$ cat config.mk
export PLATFORM = sky130hd
export DESIGN_NAME = psd_sqrt_cell
export DESIGN_NICKNAME = d
export VERILOG_FILES = /design/src/rtl/core/psd_pkg.sv /design/src/rtl/core/psd_sqrt_cell.sv
export SDC_FILE = /design/constraint.sdc
export NUM_CORES = 1
export LEC_CHECK = 0
export ABC_AREA = 1
export BUFFER_PORTS_ARGS = -buffer_cell sky130_fd_sc_hd__buf_2
export CAP_MARGIN = 10
export CORE_ASPECT_RATIO = 1.5
export CORE_MARGIN = 2
export CORE_UTILIZATION = 50
export CTS_BUF_LIST = sky130_fd_sc_hd__clkbuf_16
export DETAILED_ROUTE_END_ITERATION = 12
export PLACE_DENSITY = 0.78
export SETUP_SLACK_MARGIN = 0.15
export SYNTH_ARGS = -nofsm -noshare
export SYNTH_HDL_FRONTEND = slang
export SYNTH_SLANG_ARGS = --single-unit
$ cat constraint.sdc
create_clock -name clk -period 0.92 [get_ports clk]
set_clock_uncertainty 0.05 [all_clocks]
set_input_delay 0.046 -clock clk [delete_from_list [all_inputs] [get_ports clk]]
set_output_delay 0.046 -clock clk [all_outputs]
set_load 0.02 [all_outputs]
$ cat src/rtl/core/psd_pkg.sv
// ----------------------------------------------------------------------------
// psd_pkg
// Shared widths, request and result types, and inter-cell records for the
// point-to-segment distance pipeline.
// ----------------------------------------------------------------------------
package psd_pkg;

	localparam int COORD_BITS = 16;
	localparam int FRAC_BITS  = 8;

	// Coordinate differences and their products.
	localparam int DIFF_W = COORD_BITS + 1;
	localparam int PROD_W = 2 * DIFF_W;
	localparam int SUM_W  = PROD_W + 1;
	localparam int LEN_W  = PROD_W;
	localparam int MAG_W  = PROD_W;
	localparam int HALF_W = MAG_W / 2;

	// Scaled squared distance, its root and the long-division numerator.
	localparam int QW     = 2 * COORD_BITS + 4 + 2 * FRAC_BITS;
	localparam int ROOT_W = QW / 2;
	localparam int RREM_W = ROOT_W + 2;
	localparam int NUM_W  = 2 * MAG_W + 2 * FRAC_BITS;
	localparam int DIST_W = COORD_BITS + FRAC_BITS + 1;

	localparam int FRONT_STAGES = 5;
	localparam int PSD_LATENCY  = FRONT_STAGES + QW + ROOT_W;

	typedef enum logic [1:0] {
		CASE_INSIDE = 2'd0,
		CASE_START  = 2'd1,
		CASE_END    = 2'd2
	} psd_case_t;

	typedef struct packed {
		logic signed [COORD_BITS-1:0] point_x;
		logic signed [COORD_BITS-1:0] point_y;
		logic signed [COORD_BITS-1:0] start_x;
		logic signed [COORD_BITS-1:0] start_y;
		logic signed [COORD_BITS-1:0] end_x;
		logic signed [COORD_BITS-1:0] end_y;
	} psd_req_t;

	typedef struct packed {
		logic [DIST_W-1:0] distance;
		logic [1:0]        nearest_case;
	} psd_res_t;

	// Record passed between divider cells.
	typedef struct packed {
		logic             valid;
		psd_case_t        ncase;
		logic [LEN_W-1:0] rem;
		logic [LEN_W-1:0] den;
		logic [QW-1:0]    word;
	} psd_div_t;

	// Record passed between square-root cells.
	typedef struct packed {
		logic              valid;
		psd_case_t         ncase;
		logic [QW-1:0]     rad;
		logic [RREM_W-1:0] rem;
		logic [ROOT_W-1:0] root;
	} psd_sqrt_t;

endpackage

$ cat src/rtl/core/psd_sqrt_cell.sv
// ----------------------------------------------------------------------------
// psd_sqrt_cell
// One digit-by-digit square-root step: takes two radicand bits and produces
// one root bit.
// ----------------------------------------------------------------------------
module psd_sqrt_cell (
	input  logic              clk,
	input  logic              arst_n,
	input  psd_pkg::psd_sqrt_t din,
	output psd_pkg::psd_sqrt_t dout
);
	import psd_pkg::*;

	logic [RREM_W+1:0] cur;
	logic [RREM_W+1:0] trial;
	logic              ge;
	logic [RREM_W+1:0] diff;

	always_comb begin
		cur   = {din.rem, din.rad[QW-1:QW-2]};
		trial = (RREM_W+2)'({din.root, 2'b01});
		ge    = cur >= trial;
		diff  = cur - trial;
	end

	always_ff @(posedge clk or negedge arst_n) begin
		if (!arst_n) begin
			dout <= '0;
		end else begin
			dout.valid <= din.valid;
			dout.ncase <= din.ncase;
			dout.rad   <= din.rad << 2;
			dout.rem   <= ge ? diff[RREM_W-1:0] : cur[RREM_W-1:0];
			dout.root  <= {din.root[ROOT_W-2:0], ge};
		end
	end

endmodule

==> impl_metrics.tcl, run 1 <==
set metrics [dict create \
    cts_resized 390 \
    die_height_um 131.8 \
    std_cell_rows 46 \
    stop_stage "4_1_cts" \
    outcome "did not finish" \
    gp_congestion 0.9452 \
    top_level_ports 220 \
    cts_sinks 107 \
    post-place-cells 1126 \
    synth_seq_area_share_pct 49.15 \
    synth_area_mm2 0.005448 \
    portBuffers 217 \
    numCtsBuffers 9 \
    firstError "[ERROR DPL-0038] Utilization greater than 100%, impossible to legalize" \
    root_buffer "clkbuf_16" \
    postCtsSetupBuffers 27 \
    htreeDepth 3 \
    hpwlAfterDp_mm 16.15 \
    start_util_pct 51.44 \
    ys_types 31 \
    fp.dieW_um 89.23 \
    syn_area_per_cell_um2 8.168 \
    synth-seq-cells 107 \
    synthCells 667 \
    hold_buffers 94 \
    clockBufferDepth 2 \
    yosysWarnings 0 \
]
[cells in the mapped netlist]
cell type,n,share of area (%)
o21ai_0,3,0.28
xnor2_1,2,0.32
buf_4,5,0.69
ha_1,28,6.4
inv_1,130,9.0
nor3b_1,1,0.14
conb_1,1,0.069
nand2_2,7,0.80
nand4_1,9,1.0
and3_1,1,0.11
nor2_1,31,2.1
and2_1,1,0.11
a21o_1,1,0.14
clkbuf_2,1,0.092
xor2_1,10,1.6
buf_6,3,0.62
nor3_1,2,0.18
nand2_1,222,15
nand3_2,15,2.8
a21oi_1,15,1.4
dfrtp_1,107,49
buf_8,2,0.55
nand2_4,1,0.21
o21bai_1,2,0.28
nor2_4,1,0.21
nor2_2,5,0.57
and2_0,1,0.11
nor4_1,1,0.11
nand3b_1,3,0.41
nor3_2,1,0.18
nand3_1,55,5.1
[cells by family after synthesis]
| family | share of synthesized area [%] |
|---|---|
| flip-flops | 49.15 |
| XOR/XNOR | 1.929 |
| buffers and inverters | 10.91 |
| AND/OR/NAND/NOR | 29.44 |
| other | 0.06884 |
| adder cells (fa/ha/maj) | 6.431 |
| AO/OA/AOI/OAI | 2.067 |
[per-stage QoR]
stage	worst slack [ns]	cell area, µm²	setup TNS, ns	utilization, %
global placement	-0.9280	8026	-23.72	75.79
floorplan	-0.5195	5993	-14.44	-
detailed placement	-0.9469	8026	-24.60	75.79
==> inputs of run 2 (changes only) <==
CORE_ASPECT_RATIO = unset   (was 1.5)
CORE_UTILIZATION = 35   (was 50)
CTS_BUF_LIST = unset   (was sky130_fd_sc_hd__clkbuf_16)
PLACE_DENSITY = unset   (was 0.78)
PLACE_DENSITY_LB_ADDON = 0.15   (was unset)
SETUP_SLACK_MARGIN = unset   (was 0.15)
==> run 2 against run 1 <==
The flow now finishes, with violations (setup timing). Synthesized cell count unchanged. Area after synthesis unchanged.
==> impl_metrics.tcl, run 2 <==
set metrics [dict create \
    grt_max_degree 29 \
    cts_sinks 107 \
    root_buffer "clkbuf_16" \
    diodes 0 \
    htreeDepth 3 \
    maxSlewViolCount 0 \
    postLayoutCellArea_mm2 0.01086 \
    synth-main-ff-cell "dfrtp_1" \
    outcome "finished, violations left" \
    fillCellCount 1144 \
    start_kind "primary input" \
    worstSetupPathType "primary input to flip-flop" \
    irDropWorstVdd_mv 0.9174 \
    critPathMaxStageDelay_ns 0.22 \
    grt_pass1_vias 6118 \
    syn_to_final_growth_pct 99.36 \
    crit_fanout 6 \
    cpMaxStageDelayCell "ha_4" \
    ys_types 31 \
    core_region_area_mm2 0.01520 \
    wl_met2_mm 9.980 \
    crit_arrival_ns 1.50 \
    reg_top3 "dout (107)" \
    cp_num_buf_inv 4 \
    layout.cells.most_common_list "nand2_1, buf_6, buf_4, dfrtp_1, dlygate4sd3_1" \
    yosysTopAreaCell "dfrtp_1" \
    final_common_cell "nand2_1" \
    cap_violations 0 \
    numCtsBuffers 9 \
    min_period_ns 1.314 \
    synth_seq_area_share_pct 49.15 \
    regArea_mm2 0.002678 \
    totalWireLength_mm 20.25 \
    stdcell_count 1306 \
    synth_top_area_share_pct 49.15 \
    grt_pass1_wl_mm 31.36 \
    post_drt_wl_per_cell_um 15.50 \
    finalSetupViolCount 136 \
    start_util_pct 35.84 \
    placed_cell_area_mm2 0.008132 \
    drc_errors 0 \
    fmax_mhz 760.8 \
    min_path_type "primary input to flip-flop" \
    die_height_um 128.8 \
    dr_wl_met3_mm 1.325 \
    powerDensity_mw_per_mm2 1336 \
    dp_slack_ns -0.8666 \
    std_cell_rows 45 \
    drt-pass1-iter-count 4 \
    nNetsFinal 1252 \
    top_level_ports 220 \
    rsz0062_at_grt "yes" \
    fp.dieW_um 128.8 \
    multi_input_area_mm2 0.003044 \
    top_layer "met4" \
    synthTopCellsByArea "dfrtp_1, nand2_1, inv_1" \
    regMostFlops "dout" \
    yosysWarnings 0 \
    largest_register_ff_count 107 \
    end_kind "flip-flop" \
    vias_per_cell 4.484 \
    synthArstFlopShare_pct 100.0 \
    violations "setup timing" \
    synth.most_common_cell "nand2_1" \
    crit_family "simple AND/OR/NAND/NOR gates" \
    portBuffers 217 \
    worstPathCellList "buf_2 > inv_2 > ha_4 > nand2_1 > nand2_2 > nand2_2 > nand2_2 > inv_2 > nand2_2 > a21oi_2 > nand3_4 > buf_12 > nand2_1 > nand2_1" \
    holdWs_ns 0.003444 \
    clkTransAtPathRegs_ns 0.07 \
    synthCells 667 \
    cts_tree "done" \
    synth_area_mm2 0.005448 \
    gp_congestion 0.8753 \
    hold_viol_final 0 \
    clockBufferDepth 2 \
    drtIter0Drc 274 \
    overflow 0 \
    worst_slack_ns -0.3944 \
    grt_use_total_pct 24.60 \
    post-place-cells 1170 \
    leakagePower_nw 5.646 \
    syn_area_per_cell_um2 8.168 \
    hpwlAfterDp_mm 13.67 \
    die_area_mm2 0.01658 \
    vias 5856 \
    wl_met1_mm 8.359 \
    setup_tns_ns -15.83 \
    detail-route-antenna-nets 0 \
    crit_top_cell "nand2_2" \
    drive_gt1_share_pct 49.19 \
    antenna_found_initial 0 \
    synth_enable_flop_cells 0 \
    required_ns 1.11 \
    netlist_top_cells_count "nand2_1, inv_1, dfrtp_1" \
    fin_crit_sh_pct 142.9 \
    synth-seq-cells 107 \
]
[run 2: metal layers]
| layer | vias to the layer above | GRT usage [%] |
|---|---|---|
| met5 | - | 0 |
| met4 | 0 | 9.079 |
| met3 | 43 | 4.699 |
| met2 | 189 | 43.70 |
| met1 | 2700 | 29.66 |
| li1 | 2924 | - |
[run 2: area by class of cell]
class	count	share of cell area (%)
multi-input combinational	420	28.03
sequential	107	24.65
timing repair buffer	445	37.71
clock buffer	9	2.074
clock inverter	7	0.6221
tap	188	2.166
inverter	130	4.747
[run 2: kinds of logic (layout without fill, tap and decap cells)]
kind of cell | Yosys count | count (layout) | share of synthesized area [%]
buffers and inverters | 141 | 591 | 10.91
AOI/OAI and AO/OA | 21 | 21 | 2.067
adders and majority gates | 28 | 28 | 6.431
other | 1 | 2 | 0.06884
and+or+nand+nor | 357 | 357 | 29.44
xor gates and xnor gates | 12 | 12 | 1.929
DFF | 107 | 107 | 49.15
[run 2: worst paths after layout]
check / startpoint / end / slack (ns) / depth (start not counted)
max: din[17] / dout[38] / -0.39 / 14
min in group asynchronous: arst_n / dout[100] / 0.08 / 2
min: din[35] / dout[37] / 0.003 / 4
max in group asynchronous: arst_n / dout[25] / 0.30 / 3
[run 2: power by group]
group | switching, W | internal [W]
registers | 0.000229 | 0.00511
logic | 0.00256 | 0.00271
clock network | 0.00198 | 0.00192
[run 2: repair_timing]
item / 4_1_cts / 5_1_grt
setup endpoints to repair: 136 / 136
gates cloned: 1 / 1
hold buffers: 97 / 3
gates resized for setup: 351 / 29
hold endpoints to repair: 205 / 2
setup buffers: 16 / 3
pin swaps: 22 / 28
[run 2: per-stage QoR]
step           power (W)  util [%]
6_report         0.01451     71.44
5_1_grt          0.01526     71.44
4_1_cts          0.01443     70.23
3_5_place_dp    0.009248     53.49
3_3_place_gp    0.009220     53.49
2_1_floorplan   0.007498         -
(Power assumes the default switching activity.)
==> inputs of run 3 (changes only) <==
ABC_AREA = 0   (was 1)
==> run 3 against run 2 <==
Largest power group unchanged. The flow still finishes with violations (setup timing). Critical path type unchanged. Area after synthesis shrank 15%. Flip-flop and latch count is the same. Die area shrank 15%. Critical path depth shrank 3.
==> impl_metrics.tcl, run 3 <==
set metrics [dict create \
    fmax_mhz 527.6 \
    p_switching_w 0.004407 \
    power_frac_seq_pct 37.9 \
    p_int_w 0.009810 \
    ys_types 54 \
    clock_power_share_pct 27.2 \
    grt_use_total_pct 24.33 \
    setup_tns_ns -31.00 \
    synthTopCellsByArea "dfrtp_1, ha_1, a21oi_1" \
    grt_max_degree 40 \
    synth-seq-cells 107 \
    root_buffer "clkbuf_16" \
    required_ns 1.12 \
    worst_slack_ns -0.9754 \
    die_area_mm2 0.01416 \
    htreeDepth 3 \
    maxSlewViolCount 0 \
    syn_area_per_cell_um2 11.32 \
    stdcell_count 1016 \
    hold_viol_final 0 \
    p_comb_share_pct 34.9 \
    vias 4678 \
    leakagePower_nw 4.454 \
    powerDensity_mw_per_mm2 1523 \
    totalWireLength_mm 16.77 \
    crit_fanout 7 \
    vias_per_cell 4.604 \
    outcome "finished, violations left" \
    overflow 0 \
    cts_sinks 107 \
    largest_register_ff_count 107 \
    cap_violations 0 \
    regMostFlops "dout" \
    rsz0062_at_grt "yes" \
    final_common_cell "buf_6" \
    drive_gt1_share_pct 53.10 \
    start_util_pct 35.37 \
    drt-pass1-iter-count 4 \
    cts_tree "done" \
    clockBufferDepth 2 \
    numCtsBuffers 9 \
    start_kind "primary input" \
    p_sw_share_pct 31.00 \
    min_path_type "primary input to flip-flop" \
    hpwlAfterDp_mm 10.33 \
    grt_pass1_wl_mm 26.73 \
    layout.cells.most_common_list "buf_6, dfrtp_1, buf_2, buf_4, dlygate4sd3_1" \
    grt_pass1_vias 5193 \
    post-place-cells 888 \
    diodes 0 \
    detail-route-antenna-nets 0 \
    fin_crit_sh_pct 206.0 \
    synth_top_area_share_pct 57.85 \
    postLayoutCellArea_mm2 0.009338 \
    irDropWorstVdd_mv 0.8140 \
    min_period_ns 1.895 \
    worst_pin_slew_ns 0.5503 \
    placed_cell_area_mm2 0.006760 \
    synth_area_mm2 0.004628 \
    synth_seq_area_share_pct 57.85 \
    fillCellCount 901 \
    die_height_um 119.0 \
    core_region_area_mm2 0.01309 \
    gp_congestion 0.8809 \
    synth-main-ff-cell "dfrtp_1" \
    nNetsFinal 974 \
    top_level_ports 220 \
    relSlewSlack_pct 63.31 \
    synthArstFlopShare_pct 100.0 \
    synthCells 409 \
    end_kind "flip-flop" \
    synth.most_common_cell "dfrtp_1" \
    synth_enable_flop_cells 0 \
    syn_to_final_growth_pct 101.8 \
    yosysWarnings 0 \
    yosysTopAreaCell "dfrtp_1" \
    reg_top3 "dout (107)" \
    netlist_top_cells_count "dfrtp_1, a21oi_1, inv_1" \
    crit_arrival_ns 2.10 \
    worstSetupPathType "primary input to flip-flop" \
    drc_errors 0 \
    finalSetupViolCount 136 \
    drtIter0Drc 229 \
    fp.dieW_um 119.0 \
    std_cell_rows 42 \
    antenna_found_initial 1 \
    holdPathStages 4 \
    post_drt_wl_per_cell_um 16.50 \
    portBuffers 217 \
    violations "setup timing" \
    clkTransAtPathRegs_ns 0.07 \
]
==> run 3: cell count changes after synthesis, sizes merged, moves of 4 or more <==
cell,delta
nand2,-208
inv,-91
nand3,-66
a21oi,+26
o21ai,+15
xnor2,+12
a21o,+6
or3,+6
mux2,+5
o21a,+5
or2,+4
==> run 3: area by class of cell <==
| type | instances | area (µm²) | share of cell area (%) |
|---|---|---|---|
| Clock buffer | 10 | 239.0 | 2.559 |
| Sequential cell | 107 | 2678 | 28.67 |
| Tap cell | 176 | 220.2 | 2.358 |
| Clock inverter | 6 | 56.30 | 0.6030 |
| Inverter | 39 | 156.4 | 1.675 |
| Multi-Input combinational cell | 256 | 2320 | 24.84 |
| Timing Repair Buffer | 422 | 3669 | 39.29 |
==> run 3: worst max-delay path, cell delays in order <==
cell      delay [ns]
buf_8           0.10
inv_4           0.04
ha_4            0.20
a21o_1          0.17
a21oi_2         0.14
a2111o_1        0.19
nand3b_1        0.11
a311o_2         0.46
buf_6           0.15
o21ba_4         0.25
a31o_4          0.23
==> run 3: stage by stage <==
| step | hold WS, ns | setup slack [ns] | utilization (%) | power, W |
|---|---|---|---|---|
| 3_3_place_gp | -0.1676 | -1.499 | 51.66 | 0.008841 |
| 6_report | 0.01457 | -0.9754 | 71.36 | 0.01422 |
| 5_1_grt | 0.02164 | -1.071 | 71.36 | 0.01493 |
| 3_5_place_dp | -0.1655 | -1.570 | 51.66 | 0.008868 |
| 4_1_cts | 0.001345 | -0.9784 | 70.42 | 0.01411 |
| 2_1_floorplan | -0.2996 | -1.188 | - | 0.007304 |
==> run 3: power groups by stage <==
| stage | Sequential [W] | Clock, W | Combinational [W] |
|---|---|---|---|
| floorplan | 0.00596 | 0 | 0.00134 |
| global placement | 0.00535 | 0 | 0.00349 |
| detailed placement | 0.00534 | 0 | 0.00353 |
| CTS | 0.00537 | 0.00394 | 0.00480 |
| global route | 0.00542 | 0.00419 | 0.00532 |
| finish | 0.00539 | 0.00387 | 0.00497 |
==> run 3: path summary, 6_finish.rpt <==
kind	from	end	slack (ns)
max	din[2]	dout[36]	-0.98
min in group asynchronous	arst_n	dout[66]	0.04
min	din[41]	dout[43]	0.01
max in group asynchronous	arst_n	dout[39]	0.34
==> run 3: layer usage <==
layer	share of wire [%]	global-route usage [%]	up-vias
li1	-	-	2256
met1	38	27.05	2226
met2	53	44.04	160
met3	6.0	6.274	34
met4	2.9	9.970	2
met5	0.072	0	-
==> run 3: timing repair <==
item | in CTS | in global routing
resized for setup | 296 | 33
hold buffers | 98 | 0
hold endpoints to repair | 203 | 0
gates cloned | 5 | 0
pin swaps | 49 | 18
setup buffers | 10 | 0
endpoints found under the setup margin | 136 | 139
==> run 3: logic make-up (layout without fill, tap and decap cells) <==
| group | after synthesis | count (layout) | share of synthesized area [%] |
|---|---|---|---|
| simple gates | 95 | 95 | 9.651 |
| fa+ha+maj | 28 | 28 | 7.570 |
| mux | 6 | 6 | 1.838 |
| compound gates | 99 | 103 | 13.84 |
| other cells | 1 | 2 | 0.08103 |
| buf+inv | 51 | 477 | 5.001 |
| xor+xnor | 22 | 22 | 4.163 |
| flops | 107 | 107 | 57.85 |
